<file path="src/design/psg_pkg.sv">
// Shared codes for the PSG register dump stream parser.
package psg_pkg;

	localparam int unsigned BYTE_W  = 8;
	localparam int unsigned KIND_W  = 3;
	localparam int unsigned REG_W   = 4;
	localparam int unsigned PHASE_W = 3;
	localparam int unsigned SIGPOS_W = 2;

	// parse phases
	localparam logic [PHASE_W-1:0] PH_SIGNATURE = 3'd0;
	localparam logic [PHASE_W-1:0] PH_COMMAND   = 3'd1;
	localparam logic [PHASE_W-1:0] PH_VALUE     = 3'd2;
	localparam logic [PHASE_W-1:0] PH_PAUSE     = 3'd3;
	localparam logic [PHASE_W-1:0] PH_ENDED     = 3'd4;
	localparam logic [PHASE_W-1:0] PH_BAD       = 3'd5;

	// event kinds
	localparam logic [KIND_W-1:0] EV_CONSUMED  = 3'd0;
	localparam logic [KIND_W-1:0] EV_WRITE     = 3'd1;
	localparam logic [KIND_W-1:0] EV_FRAME     = 3'd2;
	localparam logic [KIND_W-1:0] EV_MUSIC_END = 3'd3;
	localparam logic [KIND_W-1:0] EV_BAD_SIG   = 3'd4;
	localparam logic [KIND_W-1:0] EV_IGNORED   = 3'd5;

	// command bytes
	localparam logic [BYTE_W-1:0] CMD_MUSIC_END = 8'hFD;
	localparam logic [BYTE_W-1:0] CMD_PAUSE     = 8'hFE;
	localparam logic [BYTE_W-1:0] CMD_FRAME_END = 8'hFF;
	localparam logic [BYTE_W-1:0] REG_LAST      = 8'h0F;

	typedef logic [BYTE_W-1:0] byte_t;

	// expected signature byte: 'P', 'S', 'G', 0x1A
	function automatic byte_t sig_byte(input logic [SIGPOS_W-1:0] pos);
		byte_t b;
		case (pos)
			2'd0:    b = 8'h50;
			2'd1:    b = 8'h53;
			2'd2:    b = 8'h47;
			default: b = 8'h1A;
		endcase
		return b;
	endfunction

endpackage

</file>
<file path="src/design/psg_register_stream_parser.sv">
// An accepted byte waits in the input register until the result register can take it.
// One byte per cycle when not stalled; the phase update is a single decode step.
// in_stall follows out_stall only when both the input and result registers are full.
// Reset (arst_n low) returns the parser to the signature check and empties both registers.
// Top level of the PSG register dump stream parser.
module psg_register_stream_parser (
	input  logic                         clk,
	input  logic                         arst_n,
	input  logic                         in_valid,
	output logic                         in_stall,
	input  logic [psg_pkg::BYTE_W-1:0]   stream_byte,
	output logic                         out_valid,
	input  logic                         out_stall,
	output logic [psg_pkg::KIND_W-1:0]   event_kind,
	output logic [psg_pkg::REG_W-1:0]    reg_index,
	output logic [psg_pkg::BYTE_W-1:0]   reg_value,
	output logic [psg_pkg::BYTE_W-1:0]   idle_frames,
	output logic                         unknown_command
);
	import psg_pkg::*;

	logic                valid_s1;
	logic [BYTE_W-1:0]   byte_s1;
	logic                valid_s2;
	logic [KIND_W-1:0]   kind_s2;
	logic [REG_W-1:0]    index_s2;
	logic [BYTE_W-1:0]   value_s2;
	logic [BYTE_W-1:0]   idle_s2;
	logic                unk_s2;

	logic [PHASE_W-1:0]  phase_q;
	logic [SIGPOS_W-1:0] sigpos_q;
	logic [REG_W-1:0]    pending_q;

	logic                adv_s2;
	logic                adv_s1;
	logic [PHASE_W-1:0]  phase_d;
	logic [SIGPOS_W-1:0] sigpos_d;
	logic [REG_W-1:0]    pending_d;
	logic [KIND_W-1:0]   kind_d;
	logic [REG_W-1:0]    index_d;
	logic [BYTE_W-1:0]   value_d;
	logic [BYTE_W-1:0]   idle_d;
	logic                unk_d;

	assign adv_s2   = !valid_s2 || !out_stall;
	assign adv_s1   = valid_s1 && adv_s2;
	assign in_stall = valid_s1 && !adv_s2;

	always_comb begin
		phase_d   = phase_q;
		sigpos_d  = sigpos_q;
		pending_d = pending_q;
		kind_d    = EV_IGNORED;
		index_d   = '0;
		value_d   = '0;
		idle_d    = '0;
		unk_d     = 1'b0;
		case (phase_q)
			PH_SIGNATURE: begin
				if (byte_s1 == sig_byte(sigpos_q)) begin
					kind_d = EV_CONSUMED;
					if (sigpos_q == '1) begin
						phase_d  = PH_COMMAND;
						sigpos_d = '0;
					end else begin
						sigpos_d = sigpos_q + 1'b1;
					end
				end else begin
					kind_d  = EV_BAD_SIG;
					phase_d = PH_BAD;
				end
			end
			PH_COMMAND: begin
				if (byte_s1 inside {[8'h00:REG_LAST]}) begin
					pending_d = byte_s1[REG_W-1:0];
					phase_d   = PH_VALUE;
					kind_d    = EV_CONSUMED;
				end else if (byte_s1 == CMD_FRAME_END) begin
					kind_d = EV_FRAME;
				end else if (byte_s1 == CMD_PAUSE) begin
					phase_d = PH_PAUSE;
					kind_d  = EV_CONSUMED;
				end else if (byte_s1 == CMD_MUSIC_END) begin
					phase_d = PH_ENDED;
					kind_d  = EV_MUSIC_END;
				end else begin
					kind_d = EV_FRAME;
					unk_d  = 1'b1;
				end
			end
			PH_VALUE: begin
				kind_d  = EV_WRITE;
				index_d = pending_q;
				value_d = byte_s1;
				phase_d = PH_COMMAND;
			end
			PH_PAUSE: begin
				kind_d  = EV_FRAME;
				idle_d  = byte_s1;
				phase_d = PH_COMMAND;
			end
			default: begin
				kind_d = EV_IGNORED;
			end
		endcase
	end

	// control state
	always_ff @(posedge clk or negedge arst_n) begin
		if (!arst_n) begin
			valid_s1  <= 1'b0;
			valid_s2  <= 1'b0;
			phase_q   <= PH_SIGNATURE;
			sigpos_q  <= '0;
			pending_q <= '0;
		end else begin
			if (!in_stall) begin
				valid_s1 <= in_valid;
			end
			if (adv_s2) begin
				valid_s2 <= valid_s1;
			end
			if (adv_s1) begin
				phase_q   <= phase_d;
				sigpos_q  <= sigpos_d;
				pending_q <= pending_d;
			end
		end
	end

	// payload
	always_ff @(posedge clk) begin
		if (in_valid && !in_stall) begin
			byte_s1 <= stream_byte;
		end
		if (adv_s1) begin
			kind_s2  <= kind_d;
			index_s2 <= index_d;
			value_s2 <= value_d;
			idle_s2  <= idle_d;
			unk_s2   <= unk_d;
		end
	end

	assign out_valid       = valid_s2;
	assign event_kind      = kind_s2;
	assign reg_index       = index_s2;
	assign reg_value       = value_s2;
	assign idle_frames     = idle_s2;
	assign unknown_command = unk_s2;

endmodule

</file>
<file path="config.mk">
export PLATFORM = sky130hd
export DESIGN_NAME = psg_register_stream_parser
export DESIGN_NICKNAME = d
export VERILOG_FILES = /design/src/design/psg_pkg.sv /design/src/design/psg_register_stream_parser.sv
export SDC_FILE = /design/constraint.sdc
export NUM_CORES = 1
export LEC_CHECK = 0
export BUFFER_PORTS_ARGS = -buffer_cell sky130_fd_sc_hd__buf_2
export CAP_MARGIN = 5
export CELL_PAD_IN_SITES_DETAIL_PLACEMENT = 0
export CELL_PAD_IN_SITES_GLOBAL_PLACEMENT = 1
export CORE_MARGIN = 1
export CORE_UTILIZATION = 50
export CTS_BUF_LIST = sky130_fd_sc_hd__clkbuf_8
export CTS_CLUSTER_DIAMETER = 60
export DETAILED_ROUTE_END_ITERATION = 7
export GPL_ROUTABILITY_DRIVEN = 0
export MAX_ROUTING_LAYER = met4
export PLACE_DENSITY_LB_ADDON = 0.1
export SYNTH_ARGS = -nofsm -noshare
export SYNTH_HDL_FRONTEND = slang
export SYNTH_SLANG_ARGS = --single-unit
</file>
<file path="constraint.sdc">
create_clock -name clk -period 5.2 [get_ports clk]
set_input_delay 1.04 -clock clk [delete_from_list [all_inputs] [get_ports clk]]
set_output_delay 1.04 -clock clk [all_outputs]
set_load 0.02 [all_outputs]
</file>
==> key figures, run 1 <==
Status
  • Result of the run: finished clean

Clock network
  • Hold-fix buffers, CTS: 0
  • CTS sink cnt: 43
  • Count of H-tree levels built during CTS: 2
  • Post-CTS clock slew at the launch and capture registers of the worst setup and hold paths: 0.08 ns
  • Resize count post-CTS: 0
  • TritonCTS Buffers: 5
  • Number of buffers on the longest clock path: 2
  • Clock Root Buffer: clkbuf_8
  • Setup Fix Bufs, Post-CTS: 0
  • Later-pin clock latency in the skew report: 0.29 ns
  • Clock tree from TritonCTS: done

STA
  • Final hold slack: 0.484 ns
  • Final period demand of the worst path: 2.54 ns
  • Unrepaired setup endpoints after global routing: no
  • Setup-failing EPs final: 0
  • Slew margin rel.: 29.5%
  • Setup TNS: 0 ns
  • Largest clock skew in the final design: 0.00943 ns
  • Count of endpoints failing hold in the final timing report: 0
  • Final cycle utilization of the critical path: 48.9%
  • Max Clk Rate: 393 MHz
  • Slew Viols, Final: 0
  • Pin slew with the least headroom to its limit: 1.05 ns

Routing
  • Initial DRC count: 33
  • Routed length per instance: 12.8 um
  • Sum of routed wire length over all layers: 2820 um
  • Total DRC errors in the routed layout: 0
  • Post-detailed-route via-to-cell ratio: 4.89
  • Post-detailed-route count of antenna-violating nets: 0
  • Vias post-DR: 1075
  • Number of iterations in the first detailed-routing pass: 4

Die
  • Site Rows: 22
  • Die Height: 64.0 um
  • Width of the chip: 64.0 um
  • Initial cell density of the core: 52.2%
  • Die Area: 4100 sq um
  • Core outline area: 3690 sq um
  • I/O pins: 38

Placed design
  • Post-detail-place hpwl: 2160 um
  • Number of port buffers: 37
  • Placed instance count: 212

Synth
  • Post-synthesis compound-gate area fraction: 6.83%
  • Syn. warnings: 0
  • Top-area cell type share of the netlist area: 49.9%
  • Synth Area in Adders: 2.60%
  • Avg Inst Size Synth: 14.7 sq um
  • Area leader, netlist: edfxtp_1
  • Netlist area before placement: 1920 sq um
  • Sequential fraction of the synthesis area: 64.2%
  • Synthesized Nets: 147
  • Fraction of the mapped netlist area in simple logic gates: 16.3%
  • Synth cell count leaders: edfxtp_1, and2_1, dfrtp_1
  • Cell count after synthesis: 131
  • Number of synthesized flops with an enable pin: 32
  • Synth top area cells: edfxtp_1, dfrtp_1, and2_1
  • Largest family of logic cells by synthesized area: simple AND/OR/NAND/NOR gates
  • Cell with the most instances after synthesis: edfxtp_1
  • Number of distinct library cell variants in the gate-level netlist after synthesis: 41
  • Proportion of register bits with asynchronous set or reset after synthesis: 25.6%
  • Number of synthesized register bits: 43
  • Primary FF master, synth: edfxtp_1
  • Xor/xnor cell area share of the yosys netlist: 2.67%
  • Proportion of synthesized area in mux cells: 4.49%

Worst setup path
  • Arrival time of the worst setup path: 1.50 ns
  • Classification of the worst setup path: primary input to output port
  • CP endpoint kind: output port
  • Largest driver fanout on the critical path: 3
  • Slack of the worst reg-to-reg path: 3.17 ns
  • Category of the worst setup path launch point: primary input
  • Crit path required time: 4.16 ns

Global routing
  • Antenna violations before repair: 0
  • Total routing resource utilization after global routing: 16.6%
  • Residual overflow from global routing: 0
  • Global-route wire length before repair: 4710 um
  • Vias in the first global route: 1053
  • Pin count of the biggest net entering global routing: 28

Finish
  • Post-Layout Cell Count: 220
  • Antenna cell count: 0
  • Final Net Count: 187
  • Ratio of cells with drive above 1 in the final layout: 35.5%
  • Number of fill cells in the layout: 301
  • Fin util: 61.1%
  • P&R area growth vs syn: 17.0%

Power
  • Static Leakage: 0.944 nW
  • Pwr Density: 310 nW/um^2
  • Max rail drop VDD: 0.227 mV

Worst hold path
  • Hold/Removal Path Class: register to register

Job
  • Max Cap Violations: 0
==> where the power goes <==
group          internal, mW  total [mW]  switching (mW)
clock                 0.143       0.251           0.108
sequential            0.387       0.397          0.0105
combinational        0.0164      0.0497          0.0333
==> path summary, 6_finish.rpt <==
check / startpoint / end / cells past startpoint
min: pending_q[3] / pending_q[3] / 2
min reg2reg: pending_q[3] / pending_q[3] / 2
max: out_stall / in_stall / 4
max reg2reg: sigpos_q[0] / sigpos_q[1] / 7
max in group asynchronous: arst_n / phase_q[2] / 1
min in group asynchronous: arst_n / valid_s1 / 1
==> routing by layer <==
metal  GRT usage [%]  wire length, um
met1            17.8             1240
met2            26.9             1380
met3            5.18              142
met4            10.2               66
met5               -                0
==> layout make-up <==
| class | instances | area (sq um) | share of cell area (%) |
|---|---|---|---|
| Clock inverter | 3 | 43.8 | 1.94 |
| Inverter | 7 | 26.3 | 1.17 |
| Sequential cell | 43 | 1240 | 54.9 |
| Clock buffer | 5 | 68.8 | 3.06 |
| Tap cell | 48 | 60.1 | 2.67 |
| Multi-Input combinational cell | 77 | 632 | 28.1 |
| Timing Repair Buffer | 37 | 185 | 8.22 |
==> stage by stage <==
step	cell area, sq um	power, mW	worst slack [ns]
after floorplan	1920	0.436	2.81
after global placement	2140	0.454	2.51
after detailed placement	2140	0.456	2.45
after CTS	2250	0.706	2.65
after global routing	2250	0.726	2.60
final	2250	0.698	2.66
==> state kept, by name (all words and copies together), names as in the netlist <==
signal,count
reg_index,4
reg_value,8
event_kind,3
unknown_command,1
valid_s1,1
phase_q,3
idle_frames,8
pending_q,4
out_valid,1
byte_s1,8
sigpos_q,2
==> worst max-delay path, cell delays in order <==
cell	delay (ns)
buf_2	0.12
nand3_1	0.12
inv_1	0.07
buf_2	0.15
==> logic make-up after synthesis <==
group	Yosys count
compound gates	12
buf+inv	11
flops	43
xor+xnor	5
mux	7
fa+ha+maj	4
simple gates	49
==> placed cells by master (no fill, tap or decap), drive strengths merged, types with 3 or more instances in the layout <==
cell type / n
and2: 22
buf: 37
clkbuf: 5
dfrtp: 11
edfxtp: 32
ha: 4
inv: 7
mux2: 7
nand2: 4
nand2b: 3
nand3: 3
nor2: 4
nor3: 3
o21ai: 3
xnor2: 3
(Power assumes the default switching activity.)
==> run 2, diff against run 1 <==
ABC_AREA = 1   (was unset)
CORE_UTILIZATION = 43   (was 50)
clock period = 2.59 ns   (was 5.2 ns; I/O delays follow)
==> run 2 against run 1 <==
Effect of this change:
- count of clock-buffer cells in the layout unchanged
- global-route usage increased by 0.69 points
- register-to-register slack got worse by 2.2 ns
- critical endpoint is now sigpos_q[1]
- largest power group unchanged
- highest routed layer unchanged
==> key figures, run 2 <==
Synth
  • Number of synthesized flops with an enable pin: 32 (unchanged)
  • Number of distinct library cell variants in the gate-level netlist after synthesis: 19 (-54%)
  • Cell with the most instances after synthesis: nand2_1
  • Area leader, netlist: edfxtp_1
  • Avg Inst Size Synth: 9.48 sq um (-35%)
  • Synth top area cells: edfxtp_1, dfrtp_1, nand2_1
  • Netlist area before placement: 1950 sq um (+1.4%)
  • Synth cell count leaders: nand2_1, nor2_1, edfxtp_1
  • Top-area cell type share of the netlist area: 49.2% (-0.70 points)
  • Sequential fraction of the synthesis area: 63.3% (-0.91 points)
  • Proportion of register bits with asynchronous set or reset after synthesis: 25.6% (unchanged)
  • Syn. warnings: 0 (unchanged)
  • Cell count after synthesis: 206 (+57%)
  • Primary FF master, synth: edfxtp_1
  • Number of synthesized register bits: 43 (unchanged)
  • Synthesized Nets: 222 (+51%)

Clock network
  • Count of H-tree levels built during CTS: 2 (unchanged)
  • Clock Root Buffer: clkbuf_8
  • Later-pin clock latency in the skew report: 0.30 ns (about the same)
  • Resize count post-CTS: 0 (unchanged)
  • Hold-fix buffers, CTS: 0 (unchanged)
  • Setup Fix Bufs, Post-CTS: 0 (unchanged)
  • Post-CTS clock slew at the launch and capture registers of the worst setup and hold paths: 0.09 ns (about the same)
  • CTS sink cnt: 43 (unchanged)
  • Clock tree from TritonCTS: done
  • Number of buffers on the longest clock path: 2 (unchanged)
  • TritonCTS Buffers: 5 (unchanged)

Global routing
  • Met3 Track Usage GR: 3.05% (-2.1 points)
  • Vias in the first global route: 1373 (+30%)
  • Pin count of the biggest net entering global routing: 21 (-25%)
  • Met1 Usage GRT: 22.6% (+4.8 points)
  • Antenna violations before repair: 0 (unchanged)
  • Residual overflow from global routing: 0 (unchanged)
  • Global-route wire length before repair: 6380 um (+35%)
  • Total routing resource utilization after global routing: 17.3% (+0.69 points)
  • Global-route track usage on met2: 27.0% (+0.11 points)
  • Gr busiest metal: met2

Worst setup path
  • Worst r2r src: sigpos_q[0]
  • Number of gates on the worst path with buffers counted: 11 (+7)
  • Critical Path Slowest Stage Cell: dfrtp_1
  • Category of the worst setup path launch point: register
  • Worst path most repeated cell: nand2_1
  • Crit. Startpoint: sigpos_q[0]
  • CP top delay family: simple AND/OR/NAND/NOR gates
  • Max stage delay on crit path: 0.38 ns (+0.23 ns)
  • Arrival time of the worst setup path: 1.84 ns (+0.34 ns)
  • WP buf/inv: 2 (-1)
  • Critical path cell sequence: inv_1 -> ha_1 -> inv_1 -> nand2_1 -> nand2_1 -> nor2_1 -> nand2_1 -> nor2_2 -> nand3_1 -> nand2_1 -> o21ai_1
  • Crit path required time: 2.78 ns (-1.38 ns)
  • CP endpoint kind: register
  • Largest driver fanout on the critical path: 4 (+1)
  • FF-to-FF path depth: 11 (+4)
  • Classification of the worst setup path: register to register

Routing
  • Total DRC errors in the routed layout: 0 (unchanged)
  • Vias post-DR: 1420 (+32%)
  • Number of iterations in the first detailed-routing pass: 4 (unchanged)
  • Post-detailed-route via-to-cell ratio: 4.69 (-4.1%)
  • Routed length per instance: 11.9 um (-7.5%)
  • Initial DRC count: 77 (+130%)
  • Post-detailed-route count of antenna-violating nets: 0 (unchanged)
  • Sum of routed wire length over all layers: 3600 um (+27%)

STA
  • Unrepaired setup endpoints after global routing: no
  • Slew margin rel.: 71.5% (+42 points)
  • Final period demand of the worst path: 1.65 ns
  • Final cycle utilization of the critical path: 63.9%
  • Minimum setup slack in the final design: 0.936 ns (-1.72 ns)
  • Max Clk Rate: 605 MHz
  • Count of endpoints failing hold in the final timing report: 0 (unchanged)
  • Slew Viols, Final: 0 (unchanged)
  • Pin slew with the least headroom to its limit: 0.426 ns (-0.629 ns)
  • Setup TNS: 0 ns (unchanged)
  • Setup-failing EPs final: 0 (unchanged)
  • Largest clock skew in the final design: 0.00625 ns (-0.00318 ns)

Status
  • Result of the run: finished clean

Placed design
  • Post-detail-place hpwl: 2710 um (+25%)
  • Number of port buffers: 37 (unchanged)
  • Post-placement worst setup slack: 0.877 ns (-1.58 ns)

Die
  • Site Rows: 24 (+9.1%)
  • I/O pins: 38 (unchanged)
  • Width of the chip: 69.4 um (+8.3%)
  • Die Height: 69.4 um (+8.3%)
  • Die Area: 4810 sq um (+17%)
  • Core outline area: 4350 sq um (+18%)
  • Initial cell density of the core: 44.8% (-7.3 points)

Finish
  • P&R area growth vs syn: 17.7%
  • Number of fill cells in the layout: 399 (+33%)
  • Final Net Count: 266 (+42%)
  • Most frequent cells in the layout: nand2_1, nor2_1, buf_2
  • Ratio of cells with drive above 1 in the final layout: 22.7% (-13 points)
  • Most frequent standard cell in the layout excluding fill and tap cells: nand2_1
  • Antenna cell count: 0 (unchanged)

Power
  • Pwr Density: 608 nW/um^2 (+96%)
  • Internal power component: 1.03 mW (+88%)
  • Sequential group share of total power: 57.7% (+0.8 points)
  • Switch share: 26.5% (+4.7 points)
  • Logic pwr share: 11.0% (+3.9 points)
  • Max rail drop VDD: 0.304 mV (+34%)
  • Proportion of power drawn by the clock network: 31.3% (-4.7 points)
  • Static Leakage: 1.02 nW (+8.2%)
  • Switching component of the power: 0.370 mW (+140%)

Worst hold path
  • Hold/Removal Path Class: primary input to asynchronous set/reset pin

Job
  • Max Cap Violations: 0 (unchanged)
[run 2: cell count changes after synthesis, sizes merged, moves of 2 or more]
cell / delta
and2: -22
nand2: +63
nand2b: -3
nand3: +4
clkbuf: -2
inv: +21
nor2: +37
o21ai: +5
xnor2: -3
mux2: -7
xor2: -2
nor3b: -2
a21boi: -2
[run 2: power groups by stage]
stage / clock [mW] / sequential (mW) / combinational (mW)
finish: 0.436 / 0.806 / 0.153
global route: 0.479 / 0.811 / 0.169
CTS: 0.452 / 0.807 / 0.156
detailed placement: 0 / 0.822 / 0.155
global placement: 0 / 0.821 / 0.153
floorplan: 0 / 0.864 / 0.0539
[run 2: cells by family (layout without fill, tap and decap cells)]
| kind of cell | Yosys count | after routing | share of synthesized area [%] |
|---|---|---|---|
| and+or+nand+nor | 119 | 119 | 25.5 |
| DFF | 43 | 43 | 63.3 |
| buffers and inverters | 29 | 74 | 5.64 |
| AOI/OAI and AO/OA | 11 | 11 | 2.95 |
| adders and majority gates | 4 | 4 | 2.56 |
[run 2: worst register-to-register path: cells and delay by family, from the launching register on]
| kind | cells | cell delay, ns |
|---|---|---|
| and+or+nand+nor | 7 | 0.65 |
| DFF | 1 | 0.38 |
| adders and majority gates | 1 | 0.30 |
| buffers and inverters | 2 | 0.15 |
| AOI/OAI and AO/OA | 1 | 0.06 |
[run 2: path summary, 6_finish.rpt]
path,endpoint,slack [ns]
max,sigpos_q[1],0.94
min,sigpos_q[0],0.09
max reg2reg,sigpos_q[1],0.94
min reg2reg,pending_q[0],0.49
max in group asynchronous,pending_q[1],2.28
min in group clk,byte_s1[7],0.39
[run 2: through the flow]
step / hold WS [ns] / cells / utilization (%) / power [mW] / area, sq um
floorplan: 0.222 / 206 / - / 0.918 / 1950
global placement: 0.412 / 295 / 50.6 / 0.974 / 2200
detailed placement: 0.413 / 295 / 50.6 / 0.978 / 2200
CTS: 0.0839 / 303 / 52.8 / 1.41 / 2300
global route: 0.0923 / 303 / 52.8 / 1.46 / 2300
finish: 0.0859 / 303 / 52.8 / 1.40 / 2300
[run 2: layer usage]
layer | up-vias | wire length, um
met5 | - | 0
met4 | 0 | 82
met3 | 7 | 178
met2 | 41 | 1680
met1 | 635 | 1650
li1 | 737 | -
[run 2: cell type report]
| cell class | count | area (sq um) | area share (%) |
|---|---|---|---|
| clock buffers | 5 | 68.8 | 3.00 |
| clock inverters | 3 | 23.8 | 1.03 |
| inverters | 28 | 105 | 4.58 |
| multi-input cells | 134 | 606 | 26.4 |
| flip-flops and latches | 43 | 1240 | 53.8 |
| well taps | 52 | 65.1 | 2.83 |
| repair buffers | 38 | 193 | 8.39 |
==> run 3, diff against run 2 <==
ABC_AREA = 0   (was 1)
CORE_UTILIZATION = 46   (was 43)
clock period = 1.6 ns   (was 2.59 ns; I/O delays follow)
==> run 3 against run 2 <==
Effect of this change:
- the flow now finishes with violations (setup timing)
- largest cell class unchanged
- cell area up 8.9%
- sequential power grew 59%
- global-route usage up 0.27 points
- critical path type unchanged
- first-iteration DRC count is 26% higher
- sequential share of layout area decreased by 4.3 points
==> key figures, run 3 (synthesis results as in run 1) <==
Status
  • Failing checks: setup timing
  • Result of the run: finished, violations left

Clock network
  • TritonCTS Buffers: 5 (unchanged)
  • CTS sink cnt: 43 (unchanged)
  • Post-CTS clock slew at the launch and capture registers of the worst setup and hold paths: 0.08 ns (about the same)
  • Clock Root Buffer: clkbuf_8
  • Number of buffers on the longest clock path: 2 (unchanged)
  • Count of H-tree levels built during CTS: 2 (unchanged)
  • Later-pin clock latency in the skew report: 0.29 ns (about the same)
  • Clock tree from TritonCTS: done

Power
  • Max rail drop VDD: 0.697 mV (+130%)
  • Sequential group share of total power: 59.5% (+1.8 points)
  • Pwr Density: 859 nW/um^2 (+41%)
  • Internal power component: 1.64 mW (+60%)
  • Final total power: 2.15 mW (+54%)
  • Static Leakage: 1.05 nW (+3.2%)
  • Proportion of power drawn by the clock network: 30.6% (-0.7 points)
  • Switch share: 23.9% (-2.7 points)
  • Logic pwr share: 9.9% (-1.1 points)
  • Switching component of the power: 0.513 mW (+39%)

Global routing
  • Pin count of the biggest net entering global routing: 25 (+19%)
  • Residual overflow from global routing: 0 (unchanged)
  • Global-route wire length before repair: 5390 um (-15%)
  • Antenna violations before repair: 0 (unchanged)
  • Vias in the first global route: 1202 (-12%)
  • Total routing resource utilization after global routing: 17.6% (+0.27 points)

Die
  • Width of the chip: 66.7 um (-3.9%)
  • Die Height: 66.7 um (-3.9%)
  • Core outline area: 4000 sq um (-8.1%)
  • Initial cell density of the core: 48.1% (+3.3 points)
  • Die Area: 4450 sq um (-7.6%)
  • Site Rows: 23 (-4.2%)
  • I/O pins: 38 (unchanged)

STA
  • Slew Viols, Final: 0 (unchanged)
  • Minimum setup slack in the final design: -0.268 ns (-1.20 ns)
  • Largest clock skew in the final design: 0.00658 ns (+0.000332 ns)
  • Pin slew with the least headroom to its limit: 0.306 ns (-0.120 ns)
  • Max Clk Rate: 535 MHz (-11%)
  • Unrepaired setup endpoints after global routing: yes
  • Count of endpoints failing hold in the final timing report: 0 (unchanged)
  • Slew margin rel.: 79.5% (+7.9 points)
  • Setup-failing EPs final: 6 (+6)
  • Final period demand of the worst path: 1.87 ns (+0.214 ns)
  • Final hold slack: 0.199 ns (+0.113 ns)
  • Final cycle utilization of the critical path: 117% (+53 points)

Routing
  • Number of iterations in the first detailed-routing pass: 4 (unchanged)
  • Post-detailed-route via-to-cell ratio: 4.88 (+4.2%)
  • Post-detailed-route count of antenna-violating nets: 0 (unchanged)
  • Sum of routed wire length over all layers: 3310 um (-8.0%)
  • Initial DRC count: 97 (+26%)
  • Vias post-DR: 1221 (-14%)
  • Routed length per instance: 13.2 um (+12%)
  • Total DRC errors in the routed layout: 0 (unchanged)

Worst hold path
  • Start point of the worst hold path: stream_byte[0]
  • Destination of the worst hold path: byte_s1[0]
  • Hold/Removal Path Class: primary input to register
  • Number of stages on the worst hold path: 1

Worst setup path
  • Slack of the worst reg-to-reg path: -0.27 ns (-1.20 ns)
  • Terminus of the critical flop-to-flop path: phase_q[1]
  • Category of the worst setup path launch point: register
  • Largest driver fanout on the critical path: 5 (+1)
  • Classification of the worst setup path: register to register
  • Crit path required time: 1.79 ns (-0.99 ns)
  • Arrival time of the worst setup path: 2.05 ns (+0.21 ns)
  • Worst r2r src: sigpos_q[1]
  • CP endpoint kind: register
  • FF-to-FF path depth: 7 (-4)

Finish
  • Number of fill cells in the layout: 331 (-17%)
  • Final Net Count: 215 (-19%)
  • Antenna cell count: 0 (unchanged)
  • Fin util: 62.6% (+9.8 points)
  • Most frequent standard cell in the layout excluding fill and tap cells: buf_2
  • Ratio of cells with drive above 1 in the final layout: 50.0% (+27 points)
  • Most frequent cells in the layout: buf_2, edfxtp_1, buf_4
  • P&R area growth vs syn: 30.0%
  • Post-Layout Cell Count: 250 (-17%)

Placed design
  • Post-detail-place hpwl: 2560 um (-5.4%)
  • Post-placement worst setup slack: -0.324 ns (-1.20 ns)
  • Placed instance count: 240 (-19%)
  • Number of port buffers: 37 (unchanged)

Job
  • Max Cap Violations: 0 (unchanged)
run 3: repair_timing:
item	CTS	global route
endpoints found under the setup margin	6	11
hold buffers	1	0
pin swaps	1	2
endpoints found under the hold margin	11	0
resized for setup	4	3
setup buffers	1	0
run 3: per-layer routing:
metal / track usage [%] / share of wire [%] / wire, um
met1: 18.7 / 41 / 1360
met2: 30.4 / 51 / 1700
met3: 4.62 / 5.4 / 178
met4: 7.98 / 1.9 / 64
met5: - / 0 / 0
run 3: area by class of cell:
type / count / area (sq um) / area share, %
Timing Repair Buffer: 65 / 398 / 15.9
Tap cell: 50 / 62.6 / 2.50
Sequential cell: 43 / 1240 / 49.5
Clock inverter: 3 / 16.3 / 0.650
Inverter: 7 / 26.3 / 1.05
Multi-Input combinational cell: 77 / 692 / 27.7
Clock buffer: 5 / 68.8 / 2.75
run 3: power groups by stage:
stage | Clock, mW | Sequential [mW] | Combinational, mW
floorplan | 0 | 1.35 | 0.0692
global placement | 0 | 1.30 | 0.209
detailed placement | 0 | 1.30 | 0.211
CTS | 0.668 | 1.28 | 0.214
global route | 0.709 | 1.29 | 0.231
finish | 0.658 | 1.28 | 0.214
run 3: how the worst max path moves through the flow:
| stage | from | endpoint |
|---|---|---|
| floorplan | out_valid | phase_q[0] |
| global placement | sigpos_q[1] | sigpos_q[1] |
| detailed placement | sigpos_q[1] | phase_q[0] |
| CTS | sigpos_q[1] | sigpos_q[0] |
| global route | sigpos_q[0] | event_kind[2] |
| finish | sigpos_q[1] | phase_q[1] |
run 3: through the flow:
step | area [sq um] | setup TNS [ns]
after global routing | 2500 | -1.97
after global placement | 2370 | -1.19
after CTS | 2490 | -1.48
after floorplan | 1960 | -1.70
final | 2500 | -1.47
after detailed placement | 2370 | -1.57
run 3: worst max-delay path: stages, from the launching register on:
cell,delay [ns]
dfrtp_2,0.42
inv_2,0.06
ha_4,0.16
xnor2_2,0.14
a2111oi_4,0.34
and2_4,0.22
a31oi_2,0.11
mux2_4,0.31
